===== src/hdl/dsc_pkg.sv =====
`timescale 1ns / 1ps
// ----------------------------------------------------------------------------
// dsc_pkg: shared types and constants of the declaration syntax checker
// Holds the character beat and verdict types, the phase and status codes, and
// the keyword and type name tables with their match functions.
// ----------------------------------------------------------------------------
package dsc_pkg;

	localparam int FQ_DEPTH = 4;
	localparam int RQ_DEPTH = 2;
	localparam int POS_W    = 12;
	localparam int KW_COUNT = 12;
	localparam int TY_COUNT = 5;

	localparam logic [7:0] CH_COMMA = 8'h2c;
	localparam logic [7:0] CH_COLON = 8'h3a;
	localparam logic [7:0] CH_SEMI  = 8'h3b;
	localparam logic [7:0] LEAD_0   = 8'h76;
	localparam logic [7:0] LEAD_1   = 8'h61;
	localparam logic [7:0] LEAD_2   = 8'h72;

	localparam logic [2:0] ST_OK        = 3'd0;
	localparam logic [2:0] ST_NO_VAR    = 3'd1;
	localparam logic [2:0] ST_BAD_CHAR  = 3'd2;
	localparam logic [2:0] ST_BAD_FIRST = 3'd3;
	localparam logic [2:0] ST_KEYWORD   = 3'd4;
	localparam logic [2:0] ST_BAD_TYPE  = 3'd5;

	typedef enum logic [2:0] {
		PH_IDLE     = 3'd0,
		PH_VAR      = 3'd1,
		PH_SKIP     = 3'd2,
		PH_ID_FIRST = 3'd3,
		PH_ID_REST  = 3'd4,
		PH_TYPE     = 3'd5,
		PH_AFTER    = 3'd6
	} phase_t;

	typedef logic [6:0][7:0] word7_t;

	// classified character beat handed from front to back
	typedef struct packed {
		logic [7:0]       ch;
		logic             start;
		logic             letter;
		logic             alnum;
		logic             comma;
		logic             colon;
		logic             semi;
		logic             var_hit;
		logic             var_last;
		logic [POS_W-1:0] pos;
		logic [POS_W-1:0] pos_prev;
	} front_beat_t;

	typedef struct packed {
		logic [2:0]       status;
		logic [POS_W-1:0] position;
	} result_t;

	// names stored as string literals: char i sits at byte (len-1-i)
	localparam word7_t     KW_WORD [KW_COUNT] = '{
		56'("var"), 56'("char"), 56'("integer"), 56'("string"), 56'("double"),
		56'("float"), 56'("if"), 56'("else"), 56'("switch"), 56'("for"),
		56'("do"), 56'("while")
	};
	localparam logic [3:0] KW_LEN [KW_COUNT] = '{
		4'd3, 4'd4, 4'd7, 4'd6, 4'd6, 4'd5, 4'd2, 4'd4, 4'd6, 4'd3, 4'd2, 4'd5
	};
	localparam word7_t     TY_WORD [TY_COUNT] = '{
		56'("integer"), 56'("double"), 56'("float"), 56'("char"), 56'("string")
	};
	localparam logic [3:0] TY_LEN [TY_COUNT] = '{
		4'd7, 4'd6, 4'd5, 4'd4, 4'd6
	};

	function automatic logic word_eq(input word7_t w, input logic [3:0] len,
		input word7_t ref_w, input logic [3:0] ref_len);
		logic hit;
		int   j;
		hit = (len == ref_len);
		for (int i = 0; i < 7; i++) begin
			j = int'(ref_len) - 1 - i;
			if (i < int'(ref_len) && w[i] != ref_w[j[2:0]])
				hit = 1'b0;
		end
		return hit;
	endfunction

	function automatic logic is_keyword(input word7_t w, input logic [3:0] len);
		logic hit;
		hit = 1'b0;
		for (int k = 0; k < KW_COUNT; k++)
			if (word_eq(w, len, KW_WORD[k], KW_LEN[k]))
				hit = 1'b1;
		return hit;
	endfunction

	function automatic logic is_type(input word7_t w, input logic [3:0] len);
		logic hit;
		hit = 1'b0;
		for (int k = 0; k < TY_COUNT; k++)
			if (word_eq(w, len, TY_WORD[k], TY_LEN[k]))
				hit = 1'b1;
		return hit;
	endfunction

endpackage


===== src/hdl/dsc_front.sv =====
`timescale 1ns / 1ps
// ----------------------------------------------------------------------------
// dsc_front: character intake and classification
// Tracks the character index, classifies each character, and queues the
// classified beats for the back end.
// ----------------------------------------------------------------------------
module dsc_front #(
	parameter int MAX_TEXT = 4096
) (
	input  logic                 clk,
	input  logic                 arst_n,
	input  logic                 push,
	output logic                 full,
	input  logic [7:0]           ch,
	input  logic                 start_req,
	output logic                 beat_valid,
	output dsc_pkg::front_beat_t beat,
	input  logic                 beat_take
);
	import dsc_pkg::*;

	localparam int CW  = $clog2(MAX_TEXT + 1);
	localparam int TOP = (MAX_TEXT - 1 > 4095) ? 4095 : MAX_TEXT - 1;
	localparam int PW  = $clog2(FQ_DEPTH);
	localparam int NW  = $clog2(FQ_DEPTH + 1);

	logic [CW-1:0] idx_q;
	logic [CW-1:0] idx_cur;
	logic [CW-1:0] idx_prev;
	front_beat_t   beat_in;
	front_beat_t   fq_q [FQ_DEPTH];
	logic [PW-1:0] wr_ptr_q;
	logic [PW-1:0] rd_ptr_q;
	logic [NW-1:0] cnt_q;
	logic          acc;

	assign full       = (cnt_q == NW'(FQ_DEPTH));
	assign acc        = push && !full;
	assign beat_valid = (cnt_q != '0);
	assign beat       = fq_q[rd_ptr_q];

	always_comb begin
		idx_cur  = start_req ? '0 : idx_q;
		idx_prev = idx_cur - CW'(1);
		beat_in.ch       = ch;
		beat_in.start    = start_req;
		beat_in.letter   = (ch >= 8'h61 && ch <= 8'h7a) || (ch >= 8'h41 && ch <= 8'h5a);
		beat_in.alnum    = beat_in.letter || (ch >= 8'h30 && ch <= 8'h39);
		beat_in.comma    = (ch == CH_COMMA);
		beat_in.colon    = (ch == CH_COLON);
		beat_in.semi     = (ch == CH_SEMI);
		beat_in.var_hit  = (idx_cur == CW'(0) && ch == LEAD_0) ||
			(idx_cur == CW'(1) && ch == LEAD_1) || (idx_cur == CW'(2) && ch == LEAD_2);
		beat_in.var_last = (idx_cur == CW'(2));
		beat_in.pos      = (idx_cur > CW'(TOP)) ? POS_W'(TOP) : POS_W'(idx_cur);
		beat_in.pos_prev = (idx_prev > CW'(TOP)) ? POS_W'(TOP) : POS_W'(idx_prev);
	end

	always_ff @(posedge clk or negedge arst_n) begin
		if (!arst_n) begin
			idx_q    <= '0;
			wr_ptr_q <= '0;
			rd_ptr_q <= '0;
			cnt_q    <= '0;
		end else begin
			if (acc) begin
				idx_q    <= (idx_cur < CW'(MAX_TEXT)) ? idx_cur + CW'(1) : idx_cur;
				wr_ptr_q <= wr_ptr_q + PW'(1);
			end
			if (beat_take)
				rd_ptr_q <= rd_ptr_q + PW'(1);
			cnt_q <= cnt_q + NW'(acc) - NW'(beat_take);
		end
	end

	always_ff @(posedge clk) begin
		if (acc)
			fq_q[wr_ptr_q] <= beat_in;
	end

	a_take_nonempty: assert property (@(posedge clk) disable iff (!arst_n)
		beat_take |-> cnt_q != '0) else $error("front queue read while empty");
	a_cnt_bound: assert property (@(posedge clk) disable iff (!arst_n)
		cnt_q <= NW'(FQ_DEPTH)) else $error("front queue overfilled");
	a_start_idx: assert property (@(posedge clk) disable iff (!arst_n)
		acc && start_req |=> idx_q == CW'(1)) else $error("index not restarted");

endmodule


===== src/hdl/dsc_back.sv =====
`timescale 1ns / 1ps
// ----------------------------------------------------------------------------
// dsc_back: grammar sequencer
// Steps the declaration grammar one classified beat per cycle while the
// verdict queue has room, collects the current word and issues the verdict.
// ----------------------------------------------------------------------------
module dsc_back #(
	parameter int WORD_CHARS = 7
) (
	input  logic                 clk,
	input  logic                 arst_n,
	input  logic                 beat_valid,
	input  dsc_pkg::front_beat_t beat,
	output logic                 beat_take,
	input  logic                 res_full,
	output logic                 res_push,
	output dsc_pkg::result_t     res
);
	import dsc_pkg::*;

	localparam int LW = $clog2(WORD_CHARS + 2);

	phase_t                          phase_q, phase_d, ph;
	logic [WORD_CHARS-1:0][7:0]      buf_q, buf_d, wb, buf_add;
	logic [LW-1:0]                   len_q, len_d, wl, len_add;
	logic                            kw_hit, ty_hit;

	assign beat_take = beat_valid && !res_full;

	always_comb begin
		ph = beat.start ? PH_VAR : phase_q;
		wb = beat.start ? '0 : buf_q;
		wl = beat.start ? '0 : len_q;
		for (int i = 0; i < WORD_CHARS; i++)
			buf_add[i] = (wl < LW'(WORD_CHARS) && wl == LW'(i)) ? beat.ch : wb[i];
		len_add = (wl <= LW'(WORD_CHARS)) ? wl + LW'(1) : wl;
		kw_hit  = is_keyword(wb[6:0], 4'(wl));
		ty_hit  = is_type(wb[6:0], 4'(wl));

		phase_d      = phase_q;
		buf_d        = buf_q;
		len_d        = len_q;
		res_push     = 1'b0;
		res.status   = ST_OK;
		res.position = beat.pos;
		if (beat_take) begin
			phase_d = ph;
			buf_d   = wb;
			len_d   = wl;
			unique case (ph)
				PH_VAR: begin
					if (!beat.var_hit) begin
						res_push     = 1'b1;
						res.status   = ST_NO_VAR;
						res.position = '0;
						phase_d      = PH_IDLE;
					end else if (beat.var_last) begin
						phase_d = PH_SKIP;
					end
				end
				PH_SKIP: phase_d = PH_ID_FIRST;
				PH_ID_FIRST: begin
					if (!beat.letter) begin
						res_push   = 1'b1;
						res.status = ST_BAD_FIRST;
						phase_d    = PH_IDLE;
					end else begin
						buf_d    = '0;
						buf_d[0] = beat.ch;
						len_d    = LW'(1);
						phase_d  = PH_ID_REST;
					end
				end
				PH_ID_REST: begin
					if (beat.comma || beat.colon) begin
						if (kw_hit) begin
							res_push   = 1'b1;
							res.status = ST_KEYWORD;
							phase_d    = PH_IDLE;
						end else begin
							buf_d   = '0;
							len_d   = '0;
							phase_d = beat.colon ? PH_TYPE : PH_ID_FIRST;
						end
					end else if (beat.alnum) begin
						buf_d = buf_add;
						len_d = len_add;
					end else begin
						res_push   = 1'b1;
						res.status = ST_BAD_CHAR;
						phase_d    = PH_IDLE;
					end
				end
				PH_TYPE: begin
					if (beat.semi) begin
						buf_d = '0;
						len_d = '0;
						if (ty_hit) begin
							phase_d = PH_AFTER;
						end else begin
							res_push   = 1'b1;
							res.status = ST_BAD_TYPE;
							phase_d    = PH_IDLE;
						end
					end else begin
						buf_d = buf_add;
						len_d = len_add;
					end
				end
				PH_AFTER: begin
					if (beat.semi) begin
						res_push     = 1'b1;
						res.status   = ST_OK;
						res.position = beat.pos_prev;
						phase_d      = PH_IDLE;
					end else begin
						phase_d = PH_ID_FIRST;
					end
				end
				default: phase_d = PH_IDLE;
			endcase
		end
	end

	always_ff @(posedge clk or negedge arst_n) begin
		if (!arst_n) begin
			phase_q <= PH_IDLE;
			buf_q   <= '0;
			len_q   <= '0;
		end else begin
			phase_q <= phase_d;
			buf_q   <= buf_d;
			len_q   <= len_d;
		end
	end

	a_push_room: assert property (@(posedge clk) disable iff (!arst_n)
		res_push |-> !res_full) else $error("verdict pushed into full queue");
	a_verdict_idle: assert property (@(posedge clk) disable iff (!arst_n)
		res_push |=> phase_q == PH_IDLE) else $error("phase not idle after verdict");
	a_idle_quiet: assert property (@(posedge clk) disable iff (!arst_n)
		beat_take && !beat.start && phase_q == PH_IDLE |-> !res_push)
		else $error("verdict while idle");

endmodule


===== src/hdl/dsc_rq.sv =====
`timescale 1ns / 1ps
// ----------------------------------------------------------------------------
// dsc_rq: verdict queue
// Holds finished verdicts until they are popped at the result port.
// ----------------------------------------------------------------------------
module dsc_rq (
	input  logic                     clk,
	input  logic                     arst_n,
	input  logic                     res_push,
	output logic                     res_full,
	input  dsc_pkg::result_t         res,
	output logic                     empty,
	input  logic                     pop,
	output logic [2:0]               status,
	output logic [dsc_pkg::POS_W-1:0] position
);
	import dsc_pkg::*;

	localparam int PW = $clog2(RQ_DEPTH);
	localparam int NW = $clog2(RQ_DEPTH + 1);

	result_t       rq_q [RQ_DEPTH];
	logic [PW-1:0] wr_ptr_q;
	logic [PW-1:0] rd_ptr_q;
	logic [NW-1:0] cnt_q;
	logic          rd;

	assign empty    = (cnt_q == '0);
	assign res_full = (cnt_q == NW'(RQ_DEPTH));
	assign rd       = pop && !empty;
	assign status   = rq_q[rd_ptr_q].status;
	assign position = rq_q[rd_ptr_q].position;

	always_ff @(posedge clk or negedge arst_n) begin
		if (!arst_n) begin
			wr_ptr_q <= '0;
			rd_ptr_q <= '0;
			cnt_q    <= '0;
		end else begin
			if (res_push)
				wr_ptr_q <= wr_ptr_q + PW'(1);
			if (rd)
				rd_ptr_q <= rd_ptr_q + PW'(1);
			cnt_q <= cnt_q + NW'(res_push) - NW'(rd);
		end
	end

	always_ff @(posedge clk) begin
		if (res_push)
			rq_q[wr_ptr_q] <= res;
	end

endmodule


===== src/hdl/declaration_syntax_checker_unit.sv =====
`timescale 1ns / 1ps
// ----------------------------------------------------------------------------
// declaration_syntax_checker_unit: streaming declaration text checker
// Reads a declaration one character per beat and reports one verdict code
// with the character position at which the text was decided.
// ----------------------------------------------------------------------------
//  channel   handshake          payload
//  input     push / full        ch, start_req
//  result    empty / pop        status, position
//
//  one character and one grammar beat per cycle while the verdict queue has room
//  a verdict is registered in the verdict queue and read from it at the result ports
//  the four-entry character queue absorbs back-end stalls from a full verdict queue
//  reset clears index, phase, word and both queues; the block waits for start_req
// ----------------------------------------------------------------------------
module declaration_syntax_checker_unit #(
	parameter int MAX_TEXT   = 4096,
	parameter int WORD_CHARS = 7
) (
	input  logic                      clk,
	input  logic                      arst_n,
	input  logic                      push,
	output logic                      full,
	input  logic [7:0]                ch,
	input  logic                      start_req,
	output logic                      empty,
	input  logic                      pop,
	output logic [2:0]                status,
	output logic [dsc_pkg::POS_W-1:0] position
);
	import dsc_pkg::*;

	logic        beat_valid;
	front_beat_t beat;
	logic        beat_take;
	logic        res_full;
	logic        res_push;
	result_t     res;

	dsc_front #(.MAX_TEXT(MAX_TEXT)) u_front (
		.clk        (clk),
		.arst_n     (arst_n),
		.push       (push),
		.full       (full),
		.ch         (ch),
		.start_req  (start_req),
		.beat_valid (beat_valid),
		.beat       (beat),
		.beat_take  (beat_take)
	);

	dsc_back #(.WORD_CHARS(WORD_CHARS)) u_back (
		.clk        (clk),
		.arst_n     (arst_n),
		.beat_valid (beat_valid),
		.beat       (beat),
		.beat_take  (beat_take),
		.res_full   (res_full),
		.res_push   (res_push),
		.res        (res)
	);

	dsc_rq u_rq (
		.clk      (clk),
		.arst_n   (arst_n),
		.res_push (res_push),
		.res_full (res_full),
		.res      (res),
		.empty    (empty),
		.pop      (pop),
		.status   (status),
		.position (position)
	);

endmodule

===== config.mk =====
export PLATFORM = sky130hd
export DESIGN_NAME = declaration_syntax_checker_unit
export DESIGN_NICKNAME = d
export VERILOG_FILES = /design/src/hdl/dsc_pkg.sv /design/src/hdl/dsc_front.sv /design/src/hdl/dsc_back.sv /design/src/hdl/dsc_rq.sv /design/src/hdl/declaration_syntax_checker_unit.sv
export SDC_FILE = /design/constraint.sdc
export NUM_CORES = 1
export LEC_CHECK = 0
export BUFFER_PORTS_ARGS = -buffer_cell sky130_fd_sc_hd__buf_2
export CAP_MARGIN = 20
export CORE_MARGIN = 2
export CORE_UTILIZATION = 45
export DETAILED_ROUTE_END_ITERATION = 10
export PLACE_DENSITY_LB_ADDON = 0.25
export SYNTH_ARGS = -nofsm -noshare
export SYNTH_HDL_FRONTEND = slang
export SYNTH_SLANG_ARGS = --single-unit

===== constraint.sdc =====
create_clock -name clk -period 4.4 [get_ports clk]
set_input_delay 0.88 -clock clk [delete_from_list [all_inputs] [get_ports clk]]
set_output_delay 0.88 -clock clk [all_outputs]
set_load 0.01 [all_outputs]

==> reports/results.ini, run 1 <==
[synth]
synth-main-ff-cell = edfxtp_1
synthTopCellsByCount = edfxtp_1 (190), nand2_1 (123), dfrtp_1 (87)
async_flop_share_pct = 31.4
synth.largest_area_cell = edfxtp_1
synth_top_cell_area_share_pct = 40.4
ys_top_cells_by_area = edfxtp_1 (40%), dfrtp_1 (15%), mux4_2 (5.7%)
synth_mux_area_share_pct = 8.77
synth_top_family_by_area = compound AO/OA/AOI/OAI gates
synth_xor_xnor_area_share_pct = 0.930
yosysMostFrequentCell = edfxtp_1
syn_nets = 1258
synth_cell_types = 83
synth-compound-area-share_pct = 15.0
synth_edf_count = 190
yosys.area_share.simple_pct = 14.4
yosysWarnings = 0
synth_adder_area_share_pct = 1.65
ys_seq_elements = 277
synth.avg_cell_area_um2 = 11.5
syn_inst = 1227
netlist_area_um2 = 14100
ys_seq_area_share_pct = 55.8

[worst_hold_path]
hold_class = input pin to async pin

[timing]
finalSetupViolCount = 0
clock_skew_ns = 0.0285
maxSlewHeadroom_pct = 33.8
max_freq_ghz = 0.251
period_share_pct = 90.7
grt_setup_unrepaired = false
tightest_slew_ns = 0.991
min_period_ns = 3.99
final_hold_viol_count = 0
slew_violations = 0
fin_tns_setup_ns = 0

[cells_and_area]
finalCoreUtilization_pct = 51.1
area_delta_synth_final_pct = 11.2
multi_input_area_um2 = 5770
drive_gt1_share_pct = 15.0
fin_nets = 1283
antenna_cells = 0
regArea_um2 = 7890
num-fill-cells = 2687

[clock_tree]
ctsHoldBuffers = 0
clkSlewWorstSetupHoldPaths_ns = 0.07
clock-sinks = 277
clockBufferDepth = 3
insertion_delay_ns = 0.58
cts_setup_buffers = 0
cts_resized = 0
cts_root_buf = clkbuf_16
numCtsBuffers = 30
htreeDepth = 1
cts_tree = built

[drt]
wl_met3_mm = 3.03
detailroute.via_count = 10500
ant_nets = 0
drc_errors = 0
routedWlPerCell_um = 22.3
dr.pass1.iters = 6
wl_met2_mm = 16.2
route.final.wire_length_mm = 37.3
vias_per_cell = 6.26
dr.max_layer_used = met4
wl_met1_mm = 17.3
first_iter_violations = 1193

[global_routing]
gr-usage-all-layers_pct = 22.6
antenna_found_initial = 0
grt_pass1_wl_mm = 58.3
grt_pass1_vias = 9909
grt_max_degree = 62
gr-total-overflow = 0

[critical_path]
critPathRequiredTime_ns = 4.58
reg2reg_depth = 13
crit_path_end_kind = flip-flop
slowest_stage = and2_1
path_buf_inv = 1
worstReg2RegEnd = u_rq.rq_q[1][1]
critical_path_class = flip-flop to flip-flop
reg2reg_from = u_front.rd_ptr_q[1]
r2r_slack_ns = 0.41
arrival_ns = 4.17
crit_start = u_front.rd_ptr_q[1]
crit_fanout = 15
critPathMaxStageDelay_ns = 0.61
startpoint_type = flip-flop
crit_path_end = u_rq.rq_q[1][1]
crit_chain = mux2i_1 -> mux2_2 -> nand2_1 -> inv_1 -> ha_1 -> nand2b_1 -> or4_1 -> nor4_1 -> a31oi_1 -> o2111ai_2 -> o21bai_2 -> a31oi_2 -> and2_1
cp.depth = 13
cp_top_family = simple AND/OR/NAND/NOR gates

[power_and_ir_drop]
vdd_drop_max_mv = 0.389
p_sw_share_pct = 37.8
powerDensity_nw_per_um2 = 625
seq_power_share_pct = 39.4
intPower_mw = 6.11
leakage_nw = 5.84
pwr-share-comb_pct = 36.8
p_sw_mw = 3.72
power_frac_clock_pct = 23.8

[die]
fp-row-count = 64
initial_core_util_pct = 46.0
die_w_um = 181
die_y_um = 181
ioPinCount = 30
coreArea_um2 = 30700
die-area_um2 = 32800

[run_status]
outcome = finished, final reports clean

[placement]
post-dp-hpwl_mm = 25.2
gp_congestion = 1.02
port_buffers = 29

[job]
drv_cap = 0

how the worst min path moves through the flow:
stage | to | from | depth (start not counted)
after floorplan | u_back.buf_q[54] | u_back.buf_q[54] | 1
after global placement | u_back.buf_q[46] | u_back.buf_q[46] | 1
after detailed placement | u_back.buf_q[44] | u_back.buf_q[44] | 1
after CTS | u_back.buf_q[26] | arst_n | 1
after global routing | u_back.buf_q[40] | arst_n | 1
final | u_back.buf_q[26] | arst_n | 1
area by class of cell:
class,instances,area share [%]
sequential,277,50.2
timing repair buffer,65,2.90
clock buffer,44,5.30
inverter,52,1.24
multi-input combinational,826,36.7
tap,396,3.15
clock inverter,12,0.549
registers in the layout, summed over array words and instances (netlist names):
signal and flops:
u_rq.cnt_q 2, u_back.phase_q 3, u_rq.wr_ptr_q 1, u_front.fq_q 160
u_back.len_q 4, u_front.wr_ptr_q 2, u_rq.rq_q 30, u_front.idx_q 13
u_rq.rd_ptr_q 1, u_front.cnt_q 3, u_front.rd_ptr_q 2, u_back.buf_q 56
power groups by stage:
stage	Clock [mW]	Combinational, mW	Sequential (mW)
2_1_floorplan	0	2.56	3.74
6_report	2.33	3.62	3.87
3_3_place_gp	0	3.55	3.89
5_1_grt	2.48	3.94	3.93
4_1_cts	2.37	3.60	3.87
3_5_place_dp	0	3.58	3.92
per-stage QoR:
step	instances	hold slack, ns	total power, mW	worst slack (ns)	area (um^2)
3_3_place_gp	1615	0.485	7.44	0.456	14800
5_1_grt	1672	0.287	10.3	0.157	15700
3_5_place_dp	1615	0.489	7.50	0.353	14800
4_1_cts	1671	0.263	9.83	0.434	15700
2_1_floorplan	1227	0.459	6.30	-0.000948	14100
6_report	1672	0.281	9.83	0.410	15700
per-layer routing:
layer / up-vias / GRT usage (%)
met5: - / 0
met4: 0 / 6.05
met3: 68 / 4.01
met2: 512 / 32.9
met1: 5150 / 34.6
li1: 4737 / -
kinds of logic after synthesis:
logic type               after synthesis
flip-flops                           277
multiplexers                          76
AND/OR/NAND/NOR                      388
buffers and inverters                124
adder cells (fa/ha/maj)               18
XOR/XNOR                              15
AO/OA/AOI/OAI                        329
worst reg2reg max path: stages, from the launching register on:
cell	delay (ns)
dfrtp_2	0.41
mux2i_1	0.22
mux2_2	0.19
nand2_1	0.13
inv_1	0.13
ha_1	0.19
nand2b_1	0.07
or4_1	0.49
nor4_1	0.32
a31oi_1	0.09
o2111ai_2	0.35
o21bai_2	0.12
a31oi_2	0.29
and2_1	0.61
cells in the final DEF, fill, tap and decap left out, types with 10 or more instances in the layout:
| cell | netlist | layout |
|---|---|---|
| mux2_2 | 23 | 23 |
| nand4_1 | 13 | 13 |
| o21ai_0 | 82 | 82 |
| nand2_1 | 123 | 123 |
| a31oi_1 | 21 | 21 |
| xnor2_1 | 11 | 11 |
| a22oi_1 | 22 | 22 |
| nor2_1 | 75 | 75 |
| mux4_2 | 36 | 36 |
| buf_4 | 0 | 34 |
| dfrtp_1 | 87 | 85 |
| o22ai_1 | 21 | 21 |
| ha_1 | 17 | 17 |
| nand2b_1 | 16 | 16 |
| clkbuf_16 | 0 | 30 |
| nor4_1 | 17 | 17 |
| o211ai_1 | 15 | 15 |
| nor3b_1 | 10 | 10 |
| a21oi_1 | 72 | 72 |
| clkbuf_1 | 58 | 11 |
| a22o_1 | 12 | 12 |
| o21a_1 | 11 | 11 |
| mux2i_1 | 17 | 17 |
| inv_1 | 51 | 51 |
| o21ai_1 | 10 | 10 |
| buf_2 | 9 | 28 |
| edfxtp_1 | 190 | 190 |
| nor3_1 | 29 | 29 |
| nand3_1 | 19 | 19 |
Note: power is estimated with default switching activity, not from simulation.
==> run 2: changes to the inputs <==
--- a/config.mk
+++ b/config.mk
@@ -5,6 +5,7 @@
 export SDC_FILE = /design/constraint.sdc
 export NUM_CORES = 1
 export LEC_CHECK = 0
+export ABC_AREA = 1
 export BUFFER_PORTS_ARGS = -buffer_cell sky130_fd_sc_hd__buf_2
 export CAP_MARGIN = 20
 export CORE_MARGIN = 2
==> run 2 against run 1 <==
Net effect: utilization decreased by 0.80 points; combinational power grew 73%; sequential power is 6.7% higher; power rose by 31%; critical path depth rose by 6; highest routed layer unchanged; routed wire length is 25% higher; global-route usage up 2.1 points; critical path type unchanged; clock power is 5% higher; synthesized cell count rose by 71%; count of clock-buffer cells in the layout is 12 lower; area after synthesis is 16% higher.
==> reports/results.ini, run 2 <==
[cells_and_area]
antenna_cells = 0  ; unchanged
regMostFlops = u_front.fq_q  ; unchanged
design_area_um2 = 17900  ; was 15,700 um^2
area_delta_synth_final_pct = 9.80  ; was 11.2%
drive_gt1_share_pct = 8.75  ; was 15.0%
layout_common_cells = nand2_1 (564), inv_1 (270), nor2_1 (228), edfxtp_1 (190), o21ai_0 (146)  ; was edfxtp_1 (190), nand2_1 (123), dfrtp_1 (85), o21ai_0 (82), nor2_1 (75)
largest_reg_flops = 160  ; unchanged
reg_top3 = u_front.fq_q: 160 flops, u_back.buf_q: 56 flops, u_rq.rq_q: 30 flops  ; unchanged
fin_nets = 2136  ; was 1,283
layout_commonest_cell = nand2_1  ; was edfxtp_1

[critical_path]
crit_fanout = 67  ; was 15
critPathMaxStageDelay_ns = 0.47  ; was 0.61 ns
r2r_slack_ns = 0.28  ; was 0.41 ns
startpoint_type = flip-flop  ; unchanged
critPathMostFrequentCell = nand3_1
slowest_stage = inv_1  ; was and2_1
arrival_ns = 4.30  ; was 4.17 ns
critPathRequiredTime_ns = 4.58  ; about the same
crit_chain = inv_4 -> nand2_1 -> nand3_1 -> nand2_2 -> buf_12 -> nand3_1 -> nor2_1 -> nand2_1 -> inv_2 -> nand3_1 -> nor2_1 -> nor2_1 -> nand2_1 -> nor2_1 -> nand2_2 -> nand2_2 -> nand3_1 -> nand3_1 -> inv_1  ; was mux2i_1 -> mux2_2 -> nand2_1 -> inv_1 -> ha_1 -> nand2b_1 -> or4_1 -> nor4_1 -> a31oi_1 -> o2111ai_2 -> o21bai_2 -> a31oi_2 -> and2_1
crit_path_end_kind = flip-flop  ; unchanged
reg2reg_depth = 19  ; was 13
critical_path_class = flip-flop to flip-flop  ; unchanged

[power_and_ir_drop]
leakage_nw = 7.88  ; was 5.84 nW
seq_power_share_pct = 32.1  ; was 39.4%
p_sw_share_pct = 45.6  ; was 37.8%
intPower_mw = 6.99  ; was 6.11 mW
pwr-share-comb_pct = 48.9  ; was 36.8%
vdd_drop_max_mv = 0.560  ; was 0.389 mV
p_sw_mw = 5.87  ; was 3.72 mW
powerDensity_nw_per_um2 = 717  ; was 625 nW/um^2
power_frac_clock_pct = 19.1  ; was 23.8%

[clock_tree]
cts_setup_buffers = 0  ; unchanged
insertion_delay_ns = 0.55  ; was 0.58 ns
clock-sinks = 277  ; unchanged
clkSlewWorstSetupHoldPaths_ns = 0.06  ; was 0.07 ns
clockBufferDepth = 3  ; unchanged
ctsHoldBuffers = 0  ; unchanged
numCtsBuffers = 29  ; was 30
cts_root_buf = clkbuf_16  ; unchanged
cts_resized = 0  ; unchanged
cts_tree = built  ; unchanged
htreeDepth = 1  ; unchanged

[synth]
synth.largest_area_cell = edfxtp_1  ; unchanged
async_flop_share_pct = 31.4  ; unchanged
syn_nets = 2125  ; was 1,258
synth.avg_cell_area_um2 = 7.81  ; was 11.5 um^2
ys_seq_area_share_pct = 48.2  ; was 55.8%
synth_cell_types = 54  ; was 83
synthTopCellsByCount = nand2_1 (564), inv_1 (270), nor2_1 (233)  ; was edfxtp_1 (190), nand2_1 (123), dfrtp_1 (87)
yosysWarnings = 0  ; unchanged
ys_top_cells_by_area = edfxtp_1 (35%), dfrtp_1 (13%), nand2_1 (13%)  ; was edfxtp_1 (40%), dfrtp_1 (15%), mux4_2 (5.7%)
yosysMostFrequentCell = nand2_1  ; was edfxtp_1
synth-main-ff-cell = edfxtp_1  ; unchanged
netlist_area_um2 = 16300  ; was 14,100 um^2
synth_top_cell_area_share_pct = 34.9  ; was 40.4%
synth_edf_count = 190  ; unchanged
ys_seq_elements = 277  ; unchanged
syn_inst = 2094  ; was 1,227

[global_routing]
gr-total-overflow = 0  ; unchanged
gr-usage-all-layers_pct = 24.7  ; was 22.6%
grt_pass1_wl_mm = 74.8  ; was 58.3 mm
grt_max_degree = 68  ; was 62
antenna_found_initial = 0  ; unchanged
grt_pass1_vias = 13600  ; was 9,909

[timing]
final_hold_viol_count = 0  ; unchanged
maxSlewHeadroom_pct = 29.1  ; was 33.8%
clock_skew_ns = 0.00849  ; was 0.0285 ns
slew_violations = 0  ; unchanged
min_period_ns = 4.12  ; was 3.99 ns
fin_tns_setup_ns = 0  ; unchanged
max_freq_ghz = 0.243  ; was 0.251 GHz
period_share_pct = 93.6  ; was 90.7%
grt_setup_unrepaired = false  ; unchanged
tightest_slew_ns = 1.06  ; was 0.991 ns
finalSetupViolCount = 0  ; unchanged

[drt]
dr.pass1.iters = 6  ; unchanged
ant_nets = 0  ; unchanged
route.final.wire_length_mm = 46.6  ; was 37.3 mm
vias_per_cell = 5.55  ; was 6.26
detailroute.via_count = 14400  ; was 10,500
drc_errors = 0  ; unchanged
first_iter_violations = 1256  ; was 1,193
routedWlPerCell_um = 18.0  ; was 22.3 um

[die]
die_w_um = 195  ; was 181 um
fp-row-count = 69  ; was 64
die-area_um2 = 37900  ; was 32,800 um^2
ioPinCount = 30  ; unchanged
initial_core_util_pct = 45.8  ; was 46.0%
die_y_um = 195  ; was 181 um
coreArea_um2 = 35700  ; was 30,700 um^2

[worst_hold_path]
hold_class = input pin to async pin  ; unchanged

[placement]
gp_congestion = 0.918  ; was 1.02
place_area_um2 = 17000  ; was 14,800 um^2
port_buffers = 29  ; unchanged
post-dp-hpwl_mm = 32.5  ; was 25.2 mm

[run_status]
outcome = finished, final reports clean  ; unchanged

[job]
drv_cap = 0  ; unchanged

-- run 2: cell count changes after synthesis, sizes merged, moves of 21 or more --
| cell | change |
|---|---|
| a21oi | +21 |
| inv | +231 |
| mux2 | -23 |
| mux4 | -36 |
| nand2 | +448 |
| nand3 | +128 |
| nor2 | +168 |
| o21ai | +59 |
| or2 | +25 |
-- run 2: cells by family after synthesis --
group	count (synthesis)	share of synthesized area [%]
adders and majority gates	18	1.42
DFF	277	48.2
and+or+nand+nor	1044	26.9
AOI/OAI and AO/OA	353	12.8
buffers and inverters	375	9.22
xor gates and xnor gates	27	1.45
-- run 2: final timing paths --
check | start | endpoint
worst min register to register | u_back.buf_q[45] | u_back.buf_q[45]
max in group asynchronous | arst_n | u_front.rd_ptr_q[0]
worst min-delay path | arst_n | u_back.buf_q[32]
worst max register to register | u_front.rd_ptr_q[0] | u_rq.rq_q[0][7]
worst max-delay path | u_front.rd_ptr_q[0] | u_rq.rq_q[0][7]
min in group clk | u_back.buf_q[45] | u_back.buf_q[45]
-- run 2: power groups by stage --
stage / registers, mW / clock network, mW / logic, mW
2_1_floorplan: 4.05 / 0 / 4.36
4_1_cts: 4.12 / 2.49 / 6.21
3_3_place_gp: 4.15 / 0 / 6.07
6_report: 4.13 / 2.45 / 6.28
3_5_place_dp: 4.17 / 0 / 6.19
5_1_grt: 4.20 / 2.59 / 7.01
-- run 2: final cells by class --
class	count	area (um^2)
clock buffers	32	737
inverters	287	1080
fillers	3408	17700
flip-flops and latches	277	7880
clock inverters	20	208
repair buffers	68	465
well taps	461	577
multi-input cells	1442	7000
-- run 2: worst max-delay path: cells and delay by family (launching register included) --
kind                   cells  cell delay, ns
AND/OR/NAND/NOR           15            2.22
buffers and inverters      4            1.03
flip-flops                 1            0.45
-- run 2: routing by layer --
| layer | track usage, % | part of all wire (%) | vias to the layer above |
|---|---|---|---|
| li1 | - | - | 6925 |
| met1 | 33.2 | 43 | 6809 |
| met2 | 41.7 | 47 | 536 |
| met3 | 2.74 | 6.3 | 89 |
| met4 | 8.09 | 3.1 | 0 |
| met5 | 0 | 0 | - |
-- run 2: stage by stage --
step	total power, mW	worst slack, ns	cells	hold slack (ns)	utilization, %
floorplan	8.41	0.609	2094	0.442	-
global placement	10.2	0.477	2535	0.456	47.7
detailed placement	10.4	0.439	2535	0.465	47.7
CTS	12.8	0.422	2587	0.307	50.3
global route	13.8	0.0429	2587	0.318	50.3
finish	12.9	0.280	2587	0.300	50.3
==> run 3: changes to the inputs <==
--- a/config.mk
+++ b/config.mk
@@ -9,7 +9,7 @@
 export BUFFER_PORTS_ARGS = -buffer_cell sky130_fd_sc_hd__buf_2
 export CAP_MARGIN = 20
 export CORE_MARGIN = 2
-export CORE_UTILIZATION = 45
+export CORE_UTILIZATION = 31
 export DETAILED_ROUTE_END_ITERATION = 10
 export PLACE_DENSITY_LB_ADDON = 0.25
 export SYNTH_ARGS = -nofsm -noshare
==> run 3 against run 2 <==
Net effect: clock power grew 15%; non-clock buffer count is the same; sequential share of layout area shrank 1.2 points; via count grew 0.43%; cell area grew 2.7%; sequential power is essentially flat; global-route usage shrank 6.0 points; maximum frequency grew 5.4%; worst hold slack lost 0.031 ns; combinational power grew 2%; count of clock-buffer cells in the layout grew 11; power grew 3.6%.
==> reports/results.ini, run 3 (same netlist as run 2, synthesis figures left out) <==
[clock_tree]
clkSlewWorstSetupHoldPaths_ns = 0.06  ; about the same
clockBufferDepth = 3  ; unchanged
ctsHoldBuffers = 0  ; unchanged
numCtsBuffers = 35  ; was 29
cts_tree = built  ; unchanged
cts_resized = 0  ; unchanged
htreeDepth = 2  ; was 1
cts_root_buf = clkbuf_16  ; unchanged
clock-sinks = 277  ; unchanged
cts_setup_buffers = 0  ; unchanged
insertion_delay_ns = 0.55  ; about the same

[cells_and_area]
multi_input_area_um2 = 7010  ; was 7000 um^2
regMostFlops = u_front.fq_q  ; unchanged
largest_reg_flops = 160  ; unchanged
antenna_cells = 0  ; unchanged
reg_top3 = u_front.fq_q: 160 flops, u_back.buf_q: 56 flops, u_rq.rq_q: 30 flops  ; unchanged
fin_nets = 2142  ; was 2,136
regArea_um2 = 7880  ; unchanged
drive_gt1_share_pct = 9.03  ; was 8.75%
num-fill-cells = 5472  ; was 3,408
area_delta_synth_final_pct = 12.8  ; was 9.80%
layout_common_cells = nand2_1 (564), inv_1 (270), nor2_1 (228), edfxtp_1 (190), o21ai_0 (146)  ; unchanged
layout_commonest_cell = nand2_1  ; unchanged

[run_status]
outcome = finished, final reports clean  ; unchanged

[power_and_ir_drop]
seq_power_share_pct = 31.0  ; was 32.1%
power_frac_clock_pct = 21.1  ; was 19.1%
pwr-share-comb_pct = 47.9  ; was 48.9%
p_total_mw = 13.3  ; was 12.9 mW
vdd_drop_max_mv = 0.311  ; was 0.560 mV
intPower_mw = 7.22  ; was 6.99 mW
p_sw_mw = 6.10  ; was 5.87 mW
p_sw_share_pct = 45.8  ; was 45.6%
leakage_nw = 7.96  ; was 7.88 nW
powerDensity_nw_per_um2 = 723  ; was 717 nW/um^2

[die]
die_w_um = 234  ; was 195 um
coreArea_um2 = 52300  ; was 35,700 um^2
initial_core_util_pct = 31.2  ; was 45.8%
fp-row-count = 84  ; was 69
die-area_um2 = 54600  ; was 37,900 um^2
die_y_um = 234  ; was 195 um
ioPinCount = 30  ; unchanged

[critical_path]
startpoint_type = flip-flop  ; unchanged
crit_fanout = 68  ; was 67
critPathRequiredTime_ns = 4.89  ; was 4.58 ns
path_buf_inv = 5  ; was 4
critical_path_class = flip-flop to flip-flop  ; unchanged
crit_chain = nand2_1 -> nand3_1 -> nand2_4 -> buf_12 -> nand2_1 -> nand3_1 -> inv_1 -> nor3_2 -> inv_1 -> nand2_1 -> buf_4 -> a21oi_1 -> o211ai_1 -> o21ai_0 -> inv_1  ; was inv_4 -> nand2_1 -> nand3_1 -> nand2_2 -> buf_12 -> nand3_1 -> nor2_1 -> nand2_1 -> inv_2 -> nand3_1 -> nor2_1 -> nor2_1 -> nand2_1 -> nor2_1 -> nand2_2 -> nand2_2 -> nand3_1 -> nand3_1 -> inv_1
crit_path_end_kind = flip-flop  ; unchanged
arrival_ns = 4.40  ; was 4.30 ns
critPathMaxStageDelay_ns = 0.78  ; was 0.47 ns
slowest_stage = nor3_2  ; was inv_1
cp_top_family = simple AND/OR/NAND/NOR gates  ; unchanged

[job]
drv_cap = 0  ; unchanged

[timing]
slew_violations = 0  ; unchanged
min_period_ns = 3.91  ; was 4.12 ns
grt_setup_unrepaired = false  ; unchanged
finalSetupViolCount = 0  ; unchanged
max_freq_ghz = 0.256  ; was 0.243 GHz
maxSlewHeadroom_pct = 30.6  ; was 29.1%
tightest_slew_ns = 1.03  ; was 1.06 ns
final_hold_viol_count = 0  ; unchanged
clock_skew_ns = 0.0244  ; was 0.00849 ns
period_share_pct = 88.9  ; was 93.6%
fin_tns_setup_ns = 0  ; unchanged

[placement]
port_buffers = 29  ; unchanged
post-dp-hpwl_mm = 33.8  ; was 32.5 mm
gp_congestion = 0.947  ; was 0.918

[worst_hold_path]
hold_class = input pin to async pin  ; unchanged

[global_routing]
antenna_found_initial = 1  ; was 0
gr-usage-all-layers_pct = 18.7  ; was 24.7%
gr-total-overflow = 0  ; unchanged
grt_max_degree = 80  ; was 68
grt_pass1_wl_mm = 79.0  ; was 74.8 mm
grt_pass1_vias = 13800  ; was 13,600

[drt]
routedWlPerCell_um = 17.9  ; was 18.0 um
detailroute.via_count = 14400  ; about the same
ant_nets = 0  ; unchanged
dr.pass1.iters = 5  ; was 6
route.final.wire_length_mm = 50.5  ; was 46.6 mm
first_iter_violations = 1146  ; was 1,256
drc_errors = 0  ; unchanged
vias_per_cell = 5.10  ; was 5.55

[run 3: power groups by stage]
stage	logic [mW]	clock network [mW]	registers (mW)
floorplan	4.36	0	4.05
global route	7.15	2.97	4.22
global placement	6.22	0	4.17
CTS	6.34	2.88	4.13
detailed placement	6.32	0	4.18
finish	6.38	2.81	4.14
[run 3: layer usage]
layer  GRT usage, %  wire (um)  part of all wire [%]
met1           25.0      22800                    45
met2           29.9      22800                    45
met3           3.25       3110                   6.2
met4           7.40       1790                   3.5
met5              0         11                 0.022
[run 3: stage by stage]
| stage | utilization, % | cell area (um^2) | instances | hold slack, ns | setup slack [ns] |
|---|---|---|---|---|---|
| after floorplan | - | 16300 | 2094 | 0.442 | 0.609 |
| after detailed placement | 33.0 | 17300 | 2760 | 0.463 | 0.517 |
| after CTS | 35.1 | 18400 | 2823 | 0.477 | 0.498 |
| after global routing | 35.2 | 18400 | 2825 | 0.285 | 0.161 |
| after global placement | 33.0 | 17300 | 2759 | 0.457 | 0.561 |
| final | 35.2 | 18400 | 2825 | 0.268 | 0.490 |
[run 3: final timing paths]
check / startpoint / end / slack [ns] / depth (start not counted)
max: u_front.rd_ptr_q[0] / u_back.buf_q[15] / 0.49 / 15
min: arst_n / u_back.buf_q[36] / 0.27 / 1
max reg2reg: u_front.rd_ptr_q[0] / u_back.buf_q[15] / 0.49 / 15
min reg2reg: u_rq.wr_ptr_q / u_rq.wr_ptr_q / 0.47 / 2
max in group asynchronous: arst_n / u_front.rd_ptr_q[0] / 3.40 / 2
min in group clk: u_rq.wr_ptr_q / u_rq.wr_ptr_q / 0.47 / 2
[run 3: cell type report]
class                   count  area share [%]
clock buffers              43            4.92
well taps                 688            4.67
inverters                 287            5.86
clock inverters            20            1.09
flip-flops and latches    277            42.8
multi-input cells        1442            38.0
repair buffers             68            2.63
[run 3: worst register-to-register path, delay by kind of cell (launching register included)]
family                 cells  cell delay, ns
AOI/OAI and AO/OA          3            0.35
and+or+nand+nor            7            1.70
DFF                        1            0.43
buffers and inverters      5            1.39
